**config.mk**
```make
export PLATFORM = sky130hd
export DESIGN_NAME = websocket_frame_receiver
export DESIGN_NICKNAME = d
export VERILOG_FILES = /design/src/rtl/core/wsfr_pkg.sv /design/src/rtl/core/wsfr_parser.sv /design/src/rtl/core/wsfr_out_stage.sv /design/src/rtl/core/websocket_frame_receiver.sv
export SDC_FILE = /design/constraint.sdc
export NUM_CORES = 1
export LEC_CHECK = 0
export BUFFER_PORTS_ARGS = -buffer_cell sky130_fd_sc_hd__buf_2
export CORE_MARGIN = 4
export CORE_UTILIZATION = 45
export CTS_BUF_LIST = sky130_fd_sc_hd__clkbuf_16
export DETAILED_ROUTE_END_ITERATION = 6
export PLACE_DENSITY = 0.69
export SYNTH_ARGS = -nofsm -noshare
export SYNTH_HDL_FRONTEND = slang
export SYNTH_SLANG_ARGS = --single-unit
```
**constraint.sdc**
```tcl
create_clock -name aclk -period 17.6 [get_ports aclk]
set_clock_uncertainty 0.15 [all_clocks]
set_input_delay 2.64 -clock aclk [delete_from_list [all_inputs] [get_ports aclk]]
set_output_delay 2.64 -clock aclk [all_outputs]
set_load 0.005 [all_outputs]
```
**src/rtl/core/wsfr_pkg.sv**
```systemverilog
// Shared types, codes and helpers for the frame receiver.
// Used by every module of the block; depends on nothing else.
`timescale 1ns / 1ps

package wsfr_pkg;

    localparam int unsigned BYTE_W  = 8;
    localparam int unsigned LEN_W   = 16;
    localparam int unsigned TDATA_W = 24;
    localparam int unsigned TUSER_W = 8;

    localparam logic [6:0] LEN_EXT16 = 7'd126;
    localparam logic [6:0] LEN_EXT64 = 7'd127;

    localparam logic [3:0] OP_CONT   = 4'h0;
    localparam logic [3:0] OP_TEXT   = 4'h1;
    localparam logic [3:0] OP_BINARY = 4'h2;
    localparam logic [3:0] OP_CLOSE  = 4'h8;
    localparam logic [3:0] OP_PING   = 4'h9;

    typedef enum logic [2:0] {
        PH_HEAD0  = 3'd0,
        PH_HEAD1  = 3'd1,
        PH_LEN_HI = 3'd2,
        PH_LEN_LO = 3'd3,
        PH_KEY    = 3'd4,
        PH_BODY   = 3'd5
    } phase_t;

    typedef enum logic [2:0] {
        ACT_NONE    = 3'd0,
        ACT_BINARY  = 3'd1,
        ACT_TEXT    = 3'd2,
        ACT_CLOSE   = 3'd3,
        ACT_PONG    = 3'd4,
        ACT_UNKNOWN = 3'd5
    } action_t;

    typedef enum logic [1:0] {
        ERR_NONE     = 2'd0,
        ERR_LEN64    = 2'd1,
        ERR_OVERSIZE = 2'd2
    } err_t;

    typedef struct packed {
        logic [LEN_W-1:0]  message_length;
        err_t              error_code;
        action_t           action;
        logic              message_end;
        logic              has_data;
        logic [BYTE_W-1:0] data_byte;
    } result_t;

    function automatic action_t action_of(input logic [3:0] op);
        action_t act;
        case (op)
            OP_TEXT:   act = ACT_TEXT;
            OP_BINARY: act = ACT_BINARY;
            OP_CLOSE:  act = ACT_CLOSE;
            OP_PING:   act = ACT_PONG;
            default:   act = ACT_UNKNOWN;
        endcase
        return act;
    endfunction

endpackage

```
**src/rtl/core/wsfr_parser.sv**
```systemverilog
// Header parser, unmasking and message accounting for the frame receiver.
// Depends on wsfr_pkg; feeds at most one result per accepted byte to wsfr_out_stage.
`timescale 1ns / 1ps

module wsfr_parser (
    input  logic                          aclk,
    input  logic                          aresetn,
    input  logic                          cfg_we,
    input  logic [wsfr_pkg::LEN_W-1:0]    cfg_wdata,
    input  logic                          in_accept,
    input  logic [wsfr_pkg::BYTE_W-1:0]   in_byte,
    output logic                          res_valid,
    output wsfr_pkg::result_t             res
);
    import wsfr_pkg::*;

    phase_t                  phase_reg, phase_next;
    logic                    final_reg, final_next;
    logic [3:0]              opcode_reg, opcode_next;
    logic                    mask_reg, mask_next;
    logic [LEN_W-1:0]        left_reg, left_next;
    logic [3:0][BYTE_W-1:0]  key_reg, key_next;
    logic [1:0]              kidx_reg, kidx_next;
    logic [LEN_W-1:0]        total_reg, total_next;
    logic                    halted_reg, halted_next;
    logic [LEN_W-1:0]        limit_reg;

    logic                    len_known;
    logic [LEN_W-1:0]        len_val;
    logic [LEN_W:0]          len_sum;
    logic                    finish;
    logic                    err_len64;
    logic [BYTE_W-1:0]       key_byte;

    always_comb begin
        phase_next  = phase_reg;
        final_next  = final_reg;
        opcode_next = opcode_reg;
        mask_next   = mask_reg;
        left_next   = left_reg;
        key_next    = key_reg;
        kidx_next   = kidx_reg;
        total_next  = total_reg;
        halted_next = halted_reg;
        res_valid   = 1'b0;
        res         = '0;
        len_known   = 1'b0;
        len_val     = left_reg;
        len_sum     = '0;
        finish      = 1'b0;
        err_len64   = 1'b0;
        key_byte    = mask_reg ? key_reg[kidx_reg] : '0;

        if (in_accept && !halted_reg) begin
            case (phase_reg)
                PH_HEAD0: begin
                    final_next = in_byte[7];
                    // A continuation frame keeps the opcode of the frame that opened the message.
                    if (in_byte[3:0] != OP_CONT) begin
                        opcode_next = in_byte[3:0];
                    end
                    mask_next  = 1'b0;
                    left_next  = '0;
                    kidx_next  = '0;
                    phase_next = PH_HEAD1;
                end
                PH_HEAD1: begin
                    mask_next = in_byte[7];
                    if (in_byte[6:0] == LEN_EXT64) begin
                        err_len64 = 1'b1;
                    end else if (in_byte[6:0] == LEN_EXT16) begin
                        phase_next = PH_LEN_HI;
                    end else begin
                        len_val   = {{(LEN_W-7){1'b0}}, in_byte[6:0]};
                        left_next = len_val;
                        len_known = 1'b1;
                    end
                end
                PH_LEN_HI: begin
                    left_next  = {in_byte, {(LEN_W-BYTE_W){1'b0}}};
                    phase_next = PH_LEN_LO;
                end
                PH_LEN_LO: begin
                    len_val   = {left_reg[LEN_W-1:BYTE_W], in_byte};
                    left_next = len_val;
                    len_known = 1'b1;
                end
                PH_KEY: begin
                    key_next[kidx_reg] = in_byte;
                    kidx_next          = kidx_reg + 2'd1;
                    if (kidx_reg == 2'd3) begin
                        if (left_reg == '0) begin
                            finish = 1'b1;
                        end else begin
                            phase_next = PH_BODY;
                        end
                    end
                end
                PH_BODY: begin
                    res_valid     = 1'b1;
                    res.data_byte = in_byte ^ key_byte;
                    res.has_data  = 1'b1;
                    if (mask_reg) begin
                        kidx_next = kidx_reg + 2'd1;
                    end
                    left_next = left_reg - {{(LEN_W-1){1'b0}}, 1'b1};
                    if (left_next == '0) begin
                        finish = 1'b1;
                    end
                end
                default: begin
                    phase_next = PH_HEAD0;
                end
            endcase

            if (len_known) begin
                len_sum = {1'b0, total_reg} + {1'b0, len_val};
                if (len_sum > {1'b0, limit_reg}) begin
                    res_valid      = 1'b1;
                    res            = '0;
                    res.error_code = ERR_OVERSIZE;
                    halted_next    = 1'b1;
                end else begin
                    total_next = len_sum[LEN_W-1:0];
                    if (mask_next) begin
                        kidx_next  = '0;
                        key_next   = '0;
                        phase_next = PH_KEY;
                    end else if (len_val == '0) begin
                        finish = 1'b1;
                    end else begin
                        phase_next = PH_BODY;
                    end
                end
            end

            if (err_len64) begin
                res_valid      = 1'b1;
                res            = '0;
                res.error_code = ERR_LEN64;
                halted_next    = 1'b1;
            end

            if (finish) begin
                phase_next = PH_HEAD0;
                if (final_reg) begin
                    res_valid          = 1'b1;
                    res.message_end    = 1'b1;
                    res.action         = action_of(opcode_reg);
                    res.message_length = total_next;
                    total_next         = '0;
                    if (res.action == ACT_CLOSE) begin
                        halted_next = 1'b1;
                    end
                end
            end
        end
    end

    always_ff @(posedge aclk) begin
        if (!aresetn) begin
            phase_reg  <= PH_HEAD0;
            final_reg  <= 1'b0;
            opcode_reg <= OP_CONT;
            mask_reg   <= 1'b0;
            left_reg   <= '0;
            key_reg    <= '0;
            kidx_reg   <= '0;
            total_reg  <= '0;
            halted_reg <= 1'b0;
            limit_reg  <= LEN_W'(1024);
        end else begin
            phase_reg  <= phase_next;
            final_reg  <= final_next;
            opcode_reg <= opcode_next;
            mask_reg   <= mask_next;
            left_reg   <= left_next;
            key_reg    <= key_next;
            kidx_reg   <= kidx_next;
            total_reg  <= total_next;
            halted_reg <= halted_next;
            if (cfg_we) begin
                limit_reg <= cfg_wdata;
            end
        end
    end

`ifndef SYNTHESIS
    a_halt_sticky: assert property (@(posedge aclk) disable iff (!aresetn)
        halted_reg |=> halted_reg)
        else $error("parser left the halted state without reset");

    a_body_has_bytes: assert property (@(posedge aclk) disable iff (!aresetn)
        (phase_reg == PH_BODY) |-> (left_reg != '0))
        else $error("payload phase entered with no bytes left");

    a_error_halts: assert property (@(posedge aclk) disable iff (!aresetn)
        (res_valid && res.error_code != ERR_NONE)
            |-> (!res.has_data && !res.message_end) ##1 halted_reg)
        else $error("error result carried data or did not halt the parser");
`endif

endmodule

```
**src/rtl/core/wsfr_out_stage.sv**
```systemverilog
// Result register with a skid entry for the frame receiver.
// Depends on wsfr_pkg; decouples the parser from stalls on the result side.
`timescale 1ns / 1ps

module wsfr_out_stage (
    input  logic              aclk,
    input  logic              aresetn,
    input  logic              push,
    input  wsfr_pkg::result_t push_data,
    output logic              in_ready,
    output logic              out_valid,
    output wsfr_pkg::result_t out_data,
    input  logic              out_ready
);
    import wsfr_pkg::*;

    logic    out_valid_reg, out_valid_next;
    result_t out_data_reg, out_data_next;
    logic    skid_valid_reg, skid_valid_next;
    result_t skid_data_reg, skid_data_next;

    // The input side only stalls once the skid entry holds a beat.
    assign in_ready  = !skid_valid_reg;
    assign out_valid = out_valid_reg;
    assign out_data  = out_data_reg;

    always_comb begin
        out_valid_next  = out_valid_reg;
        out_data_next   = out_data_reg;
        skid_valid_next = skid_valid_reg;
        skid_data_next  = skid_data_reg;
        if (out_ready || !out_valid_reg) begin
            if (skid_valid_reg) begin
                out_valid_next  = 1'b1;
                out_data_next   = skid_data_reg;
                skid_valid_next = 1'b0;
            end else begin
                out_valid_next = push;
                out_data_next  = push_data;
            end
        end else if (push) begin
            skid_valid_next = 1'b1;
            skid_data_next  = push_data;
        end
    end

    always_ff @(posedge aclk) begin
        if (!aresetn) begin
            out_valid_reg  <= 1'b0;
            skid_valid_reg <= 1'b0;
        end else begin
            out_valid_reg  <= out_valid_next;
            skid_valid_reg <= skid_valid_next;
        end
        out_data_reg  <= out_data_next;
        skid_data_reg <= skid_data_next;
    end

`ifndef SYNTHESIS
    a_skid_behind_out: assert property (@(posedge aclk) disable iff (!aresetn)
        skid_valid_reg |-> out_valid_reg)
        else $error("skid entry holds a beat while the output register is empty");

    a_skid_drains: assert property (@(posedge aclk) disable iff (!aresetn)
        (skid_valid_reg && out_ready) |=> (out_valid_reg && !skid_valid_reg))
        else $error("skid beat did not move to the output register");

    a_stall_catches: assert property (@(posedge aclk) disable iff (!aresetn)
        (out_valid_reg && !out_ready && push) |=> skid_valid_reg)
        else $error("beat pushed during a stall was not caught by the skid entry");
`endif

endmodule

```
**src/rtl/core/websocket_frame_receiver.sv**
```systemverilog
// Top level of the frame receiver: stream ports, beat packing and the two stages.
// Depends on wsfr_pkg, wsfr_parser and wsfr_out_stage.
`timescale 1ns / 1ps

// Usage:
// The slave channel takes the received connection bytes, one byte per beat in
// s_tdata. The master channel gives at most one result beat per input beat:
// an unmasked payload byte, the end of a final frame with its action and the
// message length, or an error. Header bytes that finish nothing give no beat.
// cfg_we/cfg_wdata set the payload limit; write it only while the block is idle.
// A result is registered in the output register, or in the skid entry while the
// master channel stalls. The block takes one byte per cycle while s_tready is high;
// the parser forms each result combinationally from the accepted byte and its registers.
// Reset clears the parser to expect the first header byte, clears the halt,
// and sets the payload limit to 1024.
// When the receiver stalls, one further result is held in a skid entry; only
// then does s_tready fall, and it rises again in the cycle after the receiver
// takes a beat.
// After a length error, an over-limit message or a final close frame the block
// ignores every byte until reset.
module websocket_frame_receiver (
    input  logic                             aclk,
    input  logic                             aresetn,
    input  logic                             cfg_we,
    input  logic [wsfr_pkg::LEN_W-1:0]       cfg_wdata,
    input  logic                             s_tvalid,
    output logic                             s_tready,
    input  logic [7:0]                       s_tdata,   // rx_byte
    output logic                             m_tvalid,
    input  logic                             m_tready,
    output logic [wsfr_pkg::TDATA_W-1:0]     m_tdata,   // data_byte, message_length
    output logic [wsfr_pkg::TUSER_W-1:0]     m_tuser,   // has_data, action, error_code, zero pad
    output logic                             m_tlast    // message_end
);
    import wsfr_pkg::*;

    logic    in_accept;
    logic    res_valid;
    result_t res;
    result_t out_res;

    assign in_accept = s_tvalid && s_tready;

    wsfr_parser u_parser (
        .aclk      (aclk),
        .aresetn   (aresetn),
        .cfg_we    (cfg_we),
        .cfg_wdata (cfg_wdata),
        .in_accept (in_accept),
        .in_byte   (s_tdata),
        .res_valid (res_valid),
        .res       (res)
    );

    wsfr_out_stage u_out (
        .aclk      (aclk),
        .aresetn   (aresetn),
        .push      (res_valid),
        .push_data (res),
        .in_ready  (s_tready),
        .out_valid (m_tvalid),
        .out_data  (out_res),
        .out_ready (m_tready)
    );

    assign m_tdata = {out_res.message_length, out_res.data_byte};
    assign m_tuser = {2'b00, out_res.error_code, out_res.action, out_res.has_data};
    assign m_tlast = out_res.message_end;

endmodule
```
==> results.sh, run 1 <==
export IMPL_async_flop_share=0
export IMPL_antenna_found_initial=0
export IMPL_final_cells=1152
export IMPL_rows=49
export IMPL_p_sw_w=0.000214
export IMPL_drive_above_1_share=0.131
export IMPL_required_ns=17.81
export IMPL_vias=6866
export IMPL_whs_ns=0.314
export IMPL_die_width_um=145
export IMPL_postRouteAntennaNets=0
export IMPL_io_pins=64
export IMPL_post_cts_setup_buffers=0
export IMPL_slew_violations=0
export IMPL_fmax_ghz=0.117
export IMPL_cts_inserted_buffers=17
export IMPL_die_area_sq_um=21100
export IMPL_finalHoldViolations=0
export IMPL_start_kind="input port"
export IMPL_place_congestion=0.926
export IMPL_path_cells="buf_2, nand4_1, o31a_1, o22ai_1, inv_1, ha_1, and3_1, a221o_1, nand2b_1, a31oi_1, o311ai_0, ha_1, and4_1, nand4_1, o32ai_1, a31o_2, o211ai_1, buf_4, or3_1, a211oi_2, a22o_1"
export IMPL_rsz0062_at_grt="false"
export IMPL_max_stage_delay_ns=0.88
export IMPL_power_leakage_nw=3.92
export IMPL_hp_start="u_parser.key_reg[15]"
export IMPL_finalSetupViolations=0
export IMPL_endpoint_kind="register"
export IMPL_max_cap_violations=0
export IMPL_dp_hpwl_mm=15.3
export IMPL_yosys_warnings=0
export IMPL_seq_power_share=0.467
export IMPL_ctsResizeCount=0
export IMPL_ctsHoldBuffers=0
export IMPL_p_clk_frac=0.415
export IMPL_synth_area_sq_um=8490
export IMPL_critPathKind="in -> reg"
export IMPL_switching_share=0.257
export IMPL_clk_path_buf_depth=2
export IMPL_grt_pass1_wl_mm=34.9
export IMPL_stdcell_area_sq_um=9400
export IMPL_synth_cells=882
export IMPL_p_int_w=0.000617
export IMPL_synth_top_cell_area_share=0.222
export IMPL_grt_usage=0.204
export IMPL_gr_total_overflow=0
export IMPL_cts_sinks=156
export IMPL_clk_latency_ns=0.42
export IMPL_routed_wl_mm=21.5
export IMPL_clk_pin_slew_ns=0.06
export IMPL_drc=0
export IMPL_cts_max_level=4
export IMPL_fin_crit_ns=8.54
export IMPL_core_sq_um=18300
export IMPL_r2r_start="u_parser.phase_reg[2]"
export IMPL_root_buffer="clkbuf_16"
export IMPL_grt_pass1_vias=6304
export IMPL_max_vdd_ir_drop_uv=64.9
export IMPL_syn_mean_instance_area_sq_um=9.63
export IMPL_min_path_cells=1
export IMPL_slew_headroom=0.226
export IMPL_p_per_area_nw_per_um2=88.3
export IMPL_finalSetupTns_ns=0
export IMPL_synth_edf_count=62
export IMPL_ff2ff_path_depth=23
export IMPL_synthFlopType="dfxtp_1"
export IMPL_cp_slowest_cell="a211oi_2"
export IMPL_path_max_fanout=15
export IMPL_nNetsFinal=978
export IMPL_outcome="finished, final reports clean"
export IMPL_finalWorstSetupSlack_ns=9.06
export IMPL_ys_seq_area_frac=0.441
export IMPL_drtPass1Iterations=5
export IMPL_hp_class="reg -> reg"
export IMPL_worstPathArrival_ns=8.75
export IMPL_via_per_inst=5.96
export IMPL_start_util=0.465
export IMPL_cts_tree="yes"
export IMPL_post_dp_cell_area_sq_um=8850
export IMPL_combinationalPowerShare=0.119
export IMPL_synth_area_leader_cell="dfxtp_1"
export IMPL_portBuffers=61
export IMPL_placed_cells=1120
export IMPL_wl_per_cell_um=18.6
export IMPL_diodes=0
export IMPL_final_common_cell="nor2_1"
export IMPL_place_ws_ns=8.71
export IMPL_grt_max_degree=46
export IMPL_synth_area_top_cells="dfxtp_1, edfxtp_1, ha_1, nor2_1, a32o_1"
export IMPL_min_period_over_period=0.485
export IMPL_tightest_slew_ns=1.16
export IMPL_area_growth_pct=10.7
export IMPL_drt_iter0_markers=592
export IMPL_largest_register_ffs=32
export IMPL_ys_ff_latch=156
export IMPL_final_cell_mix="nor2_1, dfxtp_1, nand2_1, edfxtp_1, buf_2"
export IMPL_cp_startpoint="s_tdata[3]"
export IMPL_synth_cell_types=79
export IMPL_dieHeight_um=145
[critical path: cells and delay by family]
family | cells | cell delay, ns
buffers and inverters | 3 | 0.57
adders and majority gates | 2 | 0.76
and+or+nand+nor | 6 | 1.28
AOI/OAI and AO/OA | 10 | 3.48
[stage by stage]
| step | util | power, W |
|---|---|---|
| after floorplan | - | 0.000465 |
| after global placement | 0.485 | 0.000491 |
| after detailed placement | 0.485 | 0.000492 |
| after CTS | 0.515 | 0.000836 |
| after global routing | 0.515 | 0.000864 |
| final | 0.515 | 0.000830 |
[power groups by stage]
stage	sequential [W]	combinational, W	clock, W
5_1_grt	0.000388	0.000109	0.000366
3_5_place_dp	0.000395	0.0000972	0
4_1_cts	0.000387	0.0000977	0.000352
3_3_place_gp	0.000395	0.0000962	0
6_report	0.000387	0.0000985	0.000344
2_1_floorplan	0.000391	0.0000745	0
[cell type report]
class,count,area [sq um]
fillers,1705,8870
flip-flops and latches,156,3740
repair buffers,69,365
multi-input cells,628,4310
inverters,38,143
clock inverters,14,101
well taps,229,287
clock buffers,18,450
[final timing paths]
path | end | slack [ns]
min reg2reg | u_parser.key_reg[15] | 0.31
max reg2reg | u_parser.total_reg[14] | 11.03
min | u_parser.key_reg[15] | 0.31
max | u_parser.total_reg[14] | 9.06
[per-layer routing]
metal  vias up  share of wire  global-route usage
met5         -              0                   0
met4         0          0.022              0.0779
met3        36          0.073              0.0436
met2       263           0.41               0.277
met1      3258           0.50               0.313
li1       3309              -                   -
[synthesized netlist by cell type, types with 5 or more instances]
master	n
nor2_1	96
a22o_1	16
nor2b_1	9
mux4_2	8
a22oi_1	13
nand2_1	74
dfxtp_1	94
a31oi_1	5
and2_1	18
mux2i_1	32
nor3_1	13
ha_1	38
nand4_1	7
and3_1	12
xnor2_1	18
o21ai_0	32
xor2_1	11
o31ai_1	5
buf_1	6
inv_1	37
o22ai_1	5
nand2b_1	6
a21o_1	14
buf_6	5
nor4_1	5
a21oi_1	44
a32o_1	33
o21ai_1	20
o211ai_1	5
clkbuf_1	35
buf_2	11
a221oi_1	5
nand3_1	10
edfxtp_1	62
[cell families (layout without fill, tap and decap cells)]
group / after synthesis / count (layout) / share of synthesized area
AND/OR/NAND/NOR: 276 / 276 / 0.157
AO/OA/AOI/OAI: 242 / 242 / 0.203
flip-flops: 156 / 156 / 0.441
buffers and inverters: 99 / 139 / 0.0516
multiplexers: 40 / 40 / 0.0589
adder cells (fa/ha/maj): 39 / 39 / 0.0583
XOR/XNOR: 29 / 29 / 0.0299
other: 1 / 2 / 0.000442
Power figures use the tool's default switching activity.
==> inputs of run 2 (changes only) <==
==> constraint.sdc (replaced) <==
create_clock -name aclk -period 7.9 [get_ports aclk]
set_clock_uncertainty 0.15 [all_clocks]
set_input_delay 1.185 -clock aclk [delete_from_list [all_inputs] [get_ports aclk]]
set_output_delay 1.185 -clock aclk [all_outputs]
set_load 0.005 [all_outputs]
==> results.sh, run 2 (synthesis results as in run 1) <==
export IMPL_start_kind="input port"
export IMPL_clk_path_buf_depth=2
export IMPL_cts_max_level=4
export IMPL_hp_class="reg -> reg"
export IMPL_clk_latency_ns=0.43
export IMPL_tightest_slew_ns=1.15
export IMPL_clk_pin_slew_ns=0.06
export IMPL_finalSetupTns_ns=0
export IMPL_max_vdd_ir_drop_uv=135
export IMPL_finalHoldViolations=0
export IMPL_cts_tree="yes"
export IMPL_final_cell_mix="nor2_1, dfxtp_1, nand2_1, edfxtp_1, buf_2"
export IMPL_ctsHoldBuffers=0
export IMPL_antenna_found_initial=0
export IMPL_min_period_over_period=0.868
export IMPL_die_width_um=145
export IMPL_largest_register_ffs=32
export IMPL_seqCellArea_sq_um=3740
export IMPL_p_per_area_nw_per_um2=198
export IMPL_grt_pass1_wl_mm=34.4
export IMPL_drt_iter0_markers=715
export IMPL_diodes=0
export IMPL_endpoint_kind="register"
export IMPL_final_util=0.517
export IMPL_rsz0062_at_grt="false"
export IMPL_post_cts_setup_buffers=0
export IMPL_worstPathArrival_ns=6.79
export IMPL_path_max_fanout=31
export IMPL_p_sw_w=0.000503
export IMPL_final_common_cell="nor2_1"
export IMPL_grt_usage=0.198
export IMPL_critPathKind="in -> reg"
export IMPL_slew_violations=0
export IMPL_gr_total_overflow=0
export IMPL_required_ns=7.83
export IMPL_nFillCells=1692
export IMPL_via_per_inst=5.97
export IMPL_fmax_ghz=0.146
export IMPL_io_pins=64
export IMPL_root_buffer="clkbuf_16"
export IMPL_combinationalPowerShare=0.118
export IMPL_grt_pass1_vias=6420
export IMPL_rows=49
export IMPL_area_growth_pct=11.2
export IMPL_max_cap_violations=0
export IMPL_seq_power_share=0.462
export IMPL_wl_per_cell_um=18.1
export IMPL_ctsResizeCount=0
export IMPL_power_w=0.00187
export IMPL_nNetsFinal=982
export IMPL_multiInputGateArea_sq_um=4310
export IMPL_outcome="finished, final reports clean"
export IMPL_switching_share=0.269
export IMPL_power_leakage_nw=3.91
export IMPL_p_clk_frac=0.421
export IMPL_routed_wl_mm=20.9
export IMPL_drive_above_1_share=0.139
export IMPL_cts_sinks=156
export IMPL_final_cells=1156
export IMPL_dp_hpwl_mm=15.1
export IMPL_slew_headroom=0.223
export IMPL_postRouteAntennaNets=0
export IMPL_grt_max_degree=47
export IMPL_core_sq_um=18300
export IMPL_placed_cells=1124
export IMPL_place_congestion=0.955
export IMPL_fin_crit_ns=6.86
export IMPL_finalSetupViolations=0
export IMPL_vias=6903
export IMPL_dieHeight_um=145
export IMPL_p_int_w=0.00137
export IMPL_portBuffers=61
export IMPL_cts_inserted_buffers=17
export IMPL_die_area_sq_um=21100
export IMPL_drtPass1Iterations=5
export IMPL_drc=0
export IMPL_start_util=0.465
-- run 2: changes by cell type in the layout (fill, tap and decap cells not counted), moves of 2 or more --
cell | previous run | this run
clkinvlp_4 | 2 | 5
buf_4 | 8 | 12
inv_6 | 2 | 5
inv_2 | 3 | 1
clkinv_4 | 0 | 2
inv_1 | 40 | 37
inv_4 | 2 | 0
-- run 2: cell type report --
cell class,instances,share of cell area
clock buffer,17,0.0450
sequential,156,0.396
multi-input combinational,628,0.457
tap,229,0.0303
inverter,38,0.0151
clock inverter,15,0.0146
timing repair buffer,73,0.0419
-- run 2: power groups by stage --
stage	registers (W)	logic [W]	clock network (W)
3_5_place_dp	0.000880	0.000216	0
6_report	0.000862	0.000220	0.000786
5_1_grt	0.000864	0.000243	0.000840
3_3_place_gp	0.000879	0.000214	0
4_1_cts	0.000862	0.000218	0.000797
2_1_floorplan	0.000871	0.000166	0
-- run 2: final timing paths --
| kind | to | depth (start not counted) | startpoint | slack (ns) |
|---|---|---|---|---|
| min reg2reg | u_parser.key_reg[23] | 1 | u_parser.key_reg[23] | 0.31 |
| max reg2reg | u_out.skid_data_reg[29] | 23 | u_parser.phase_reg[2] | 1.52 |
| min | u_parser.key_reg[23] | 1 | u_parser.key_reg[23] | 0.31 |
| max | u_out.skid_data_reg[29] | 21 | s_tdata[6] | 1.04 |
-- run 2: per-layer routing --
layer	GRT usage	part of all wire
met5	0	0
met4	0.0684	0.020
met3	0.0374	0.074
met2	0.281	0.41
met1	0.302	0.49
-- run 2: worst max-delay path, cell delays in order --
cell and delay [ns]:
buf_2 0.25, nand4_1 0.22, o31a_1 0.53, o22ai_1 0.43, inv_1 0.09, ha_1 0.30, a21o_1 0.19, a221o_1 0.33
nand2b_1 0.16, a31oi_1 0.32, o311ai_0 0.25, ha_1 0.38, and4_1 0.22, nand4_1 0.12, a31o_2 0.23, a31o_2 0.22
o211ai_1 0.35, a221oi_1 0.22, o2bb2ai_1 0.27, and2_1 0.16, buf_4 0.36
-- run 2: stage by stage --
stage / instance area (sq um) / hold slack (ns) / setup WS (ns)
4_1_cts: 9450 / 0.315 / 1.10
3_5_place_dp: 8880 / 0.300 / 0.693
2_1_floorplan: 8500 / 0.287 / 1.28
5_1_grt: 9450 / 0.326 / 0.650
6_report: 9450 / 0.311 / 1.04
3_3_place_gp: 8880 / 0.292 / 0.823
==> inputs of run 3 (changes only) <==
--- a/config.mk
+++ b/config.mk
@@ -6,11 +6,13 @@
 export NUM_CORES = 1
 export LEC_CHECK = 0
 export BUFFER_PORTS_ARGS = -buffer_cell sky130_fd_sc_hd__buf_2
+export CELL_PAD_IN_SITES_DETAIL_PLACEMENT = 2
+export CELL_PAD_IN_SITES_GLOBAL_PLACEMENT = 2
 export CORE_MARGIN = 4
-export CORE_UTILIZATION = 45
+export CORE_UTILIZATION = 39
 export CTS_BUF_LIST = sky130_fd_sc_hd__clkbuf_16
 export DETAILED_ROUTE_END_ITERATION = 6
-export PLACE_DENSITY = 0.69
+export PLACE_DENSITY = 0.86
 export SYNTH_ARGS = -nofsm -noshare
 export SYNTH_HDL_FRONTEND = slang
 export SYNTH_SLANG_ARGS = --single-unit
==> results.sh, run 3 (synthesis results as in run 1) <==
export IMPL_worstPathArrival_ns=7.33
export IMPL_min_period_over_period=0.926
export IMPL_core_sq_um=21200
export IMPL_path_max_fanout=16
export IMPL_wl_per_cell_um=25.1
export IMPL_cts_tree="yes"
export IMPL_finalSetupViolations=0
export IMPL_seq_power_share=0.434
export IMPL_switching_share=0.288
export IMPL_dieHeight_um=156
export IMPL_place_congestion=0.909
export IMPL_min_path_cells=1
export IMPL_vias=7508
export IMPL_finalHoldViolations=0
export IMPL_tightest_slew_ns=1.25
export IMPL_start_kind="input port"
export IMPL_slew_violations=0
export IMPL_grt_max_degree=47
export IMPL_ctsResizeCount=0
export IMPL_multiInputGateArea_sq_um=4310
export IMPL_max_vdd_ir_drop_uv=137
export IMPL_die_width_um=156
export IMPL_rows=53
export IMPL_hp_class="reg -> reg"
export IMPL_root_buffer="clkbuf_16"
export IMPL_power_leakage_nw=4.00
export IMPL_cts_inserted_buffers=17
export IMPL_nFillCells=2276
export IMPL_via_per_inst=6.18
export IMPL_hp_start="u_parser.key_reg[21]"
export IMPL_p_int_w=0.00141
export IMPL_p_per_area_nw_per_um2=206
export IMPL_drc=0
export IMPL_routed_wl_mm=30.5
export IMPL_final_cell_mix="nor2_1, dfxtp_1, nand2_1, edfxtp_1, buf_2"
export IMPL_p_sw_w=0.000572
export IMPL_power_w=0.00198
export IMPL_endpoint_kind="register"
export IMPL_drt_iter0_markers=604
export IMPL_ff2ff_path_depth=24
export IMPL_slew_headroom=0.162
export IMPL_drive_above_1_share=0.148
export IMPL_portBuffers=61
export IMPL_holdPathEnd="u_parser.key_reg[21]"
export IMPL_fin_crit_ns=7.31
export IMPL_die_area_sq_um=24200
export IMPL_area_growth_pct=13.5
export IMPL_outcome="finished, final reports clean"
export IMPL_post_cts_setup_buffers=0
export IMPL_final_common_cell="nor2_1"
export IMPL_rsz0062_at_grt="false"
export IMPL_clk_path_buf_depth=2
export IMPL_required_ns=7.92
export IMPL_max_cap_violations=0
export IMPL_clk_latency_ns=0.45
export IMPL_whs_ns=0.322
export IMPL_dp_hpwl_mm=20.1
export IMPL_postRouteAntennaNets=0
export IMPL_combinationalPowerShare=0.127
export IMPL_finalSetupTns_ns=0
export IMPL_drtPass1Iterations=5
export IMPL_r2r_end="u_out.out_data[19]"
export IMPL_grt_usage=0.252
export IMPL_io_pins=64
export IMPL_p_clk_frac=0.439
export IMPL_antenna_found_initial=2
export IMPL_clk_pin_slew_ns=0.07
export IMPL_grt_pass1_vias=7996
export IMPL_seqCellArea_sq_um=3740
export IMPL_gr_total_overflow=0
export IMPL_fmax_ghz=0.137
export IMPL_r2r_start="u_parser.phase_reg[2]"
export IMPL_grt_pass1_wl_mm=47.6
export IMPL_cts_max_level=4
export IMPL_rrSetupSlack_ns=0.91
export IMPL_ctsHoldBuffers=0
export IMPL_nNetsFinal=992
export IMPL_critPathKind="in -> reg"
export IMPL_largest_register_ffs=32
export IMPL_start_util=0.400
export IMPL_cts_sinks=156
## run 3: cell types whose count changed in the layout (fill, tap and decap cells not counted)
cell,before,now
inv_1,37,38
clkinvlp_4,5,3
inv_8,0,2
buf_4,12,21
diode_2,0,2
clkinvlp_2,1,0
buf_12,0,1
clkinv_4,2,0
clkinv_8,0,1
bufinv_16,1,2
inv_6,5,6
clkinv_1,1,0
## run 3: power by group through the flow
stage | clock [W] | sequential, W | combinational (W)
finish | 0.000870 | 0.000860 | 0.000253
global route | 0.000915 | 0.000862 | 0.000274
CTS | 0.000881 | 0.000860 | 0.000249
detailed placement | 0 | 0.000878 | 0.000241
global placement | 0 | 0.000876 | 0.000230
floorplan | 0 | 0.000871 | 0.000166
## run 3: metal layers
layer,track usage,routed length (um)
met5,0,0
met3,0.0424,1890
met1,0.339,13200
met2,0.411,14400
met4,0.0934,1050
## run 3: area by class of cell
type / instances / share of cell area
Inverter: 38 / 0.0148
Clock buffer: 17 / 0.0442
Antenna cell: 2 / 0.000519
Timing Repair Buffer: 83 / 0.0501
Sequential cell: 156 / 0.389
Clock inverter: 15 / 0.0184
Multi-Input combinational cell: 628 / 0.448
Tap cell: 275 / 0.0357
## run 3: metrics by stage
stage	area (sq um)	util	setup slack, ns	std cells
6_report	9640	0.454	0.586	1214
5_1_grt	9640	0.454	0.145	1214
4_1_cts	9630	0.454	0.762	1212
3_5_place_dp	9030	0.425	0.553	1180
3_3_place_gp	9030	0.425	0.720	1180
2_1_floorplan	8500	-	1.28	883
## run 3: worst max-delay path by stage
stage,startpoint,end,slack [ns],depth (start not counted)
final,s_tdata[4],u_out.out_data[19],0.59,23
after global routing,s_tdata[4],u_out.out_data[19],0.14,24
after CTS,s_tdata[4],u_out.out_data[19],0.76,23
after detailed placement,s_tdata[4],u_out.skid_data_reg[26],0.55,21
after global placement,s_tdata[3],u_out.skid_data_reg[26],0.72,21
after floorplan,s_tdata[6],u_out.skid_data_reg[0],1.28,21
## run 3: critical path: stages
cell,delay [ns]
buf_2,0.27
nand2_1,0.17
o31a_1,0.46
o21ai_0,0.32
ha_1,0.23
inv_1,0.08
fa_1,0.42
nor2b_1,0.18
o31ai_1,0.15
a211oi_1,0.43
o21ai_0,0.20
a21oi_1,0.26
xor2_1,0.44
ha_1,0.27
and3_1,0.17
nand3_1,0.08
o32ai_1,0.24
a31o_2,0.17
o211ai_1,0.46
nor2_2,0.28
buf_4,0.32
mux2i_1,0.40
o21ai_1,0.13
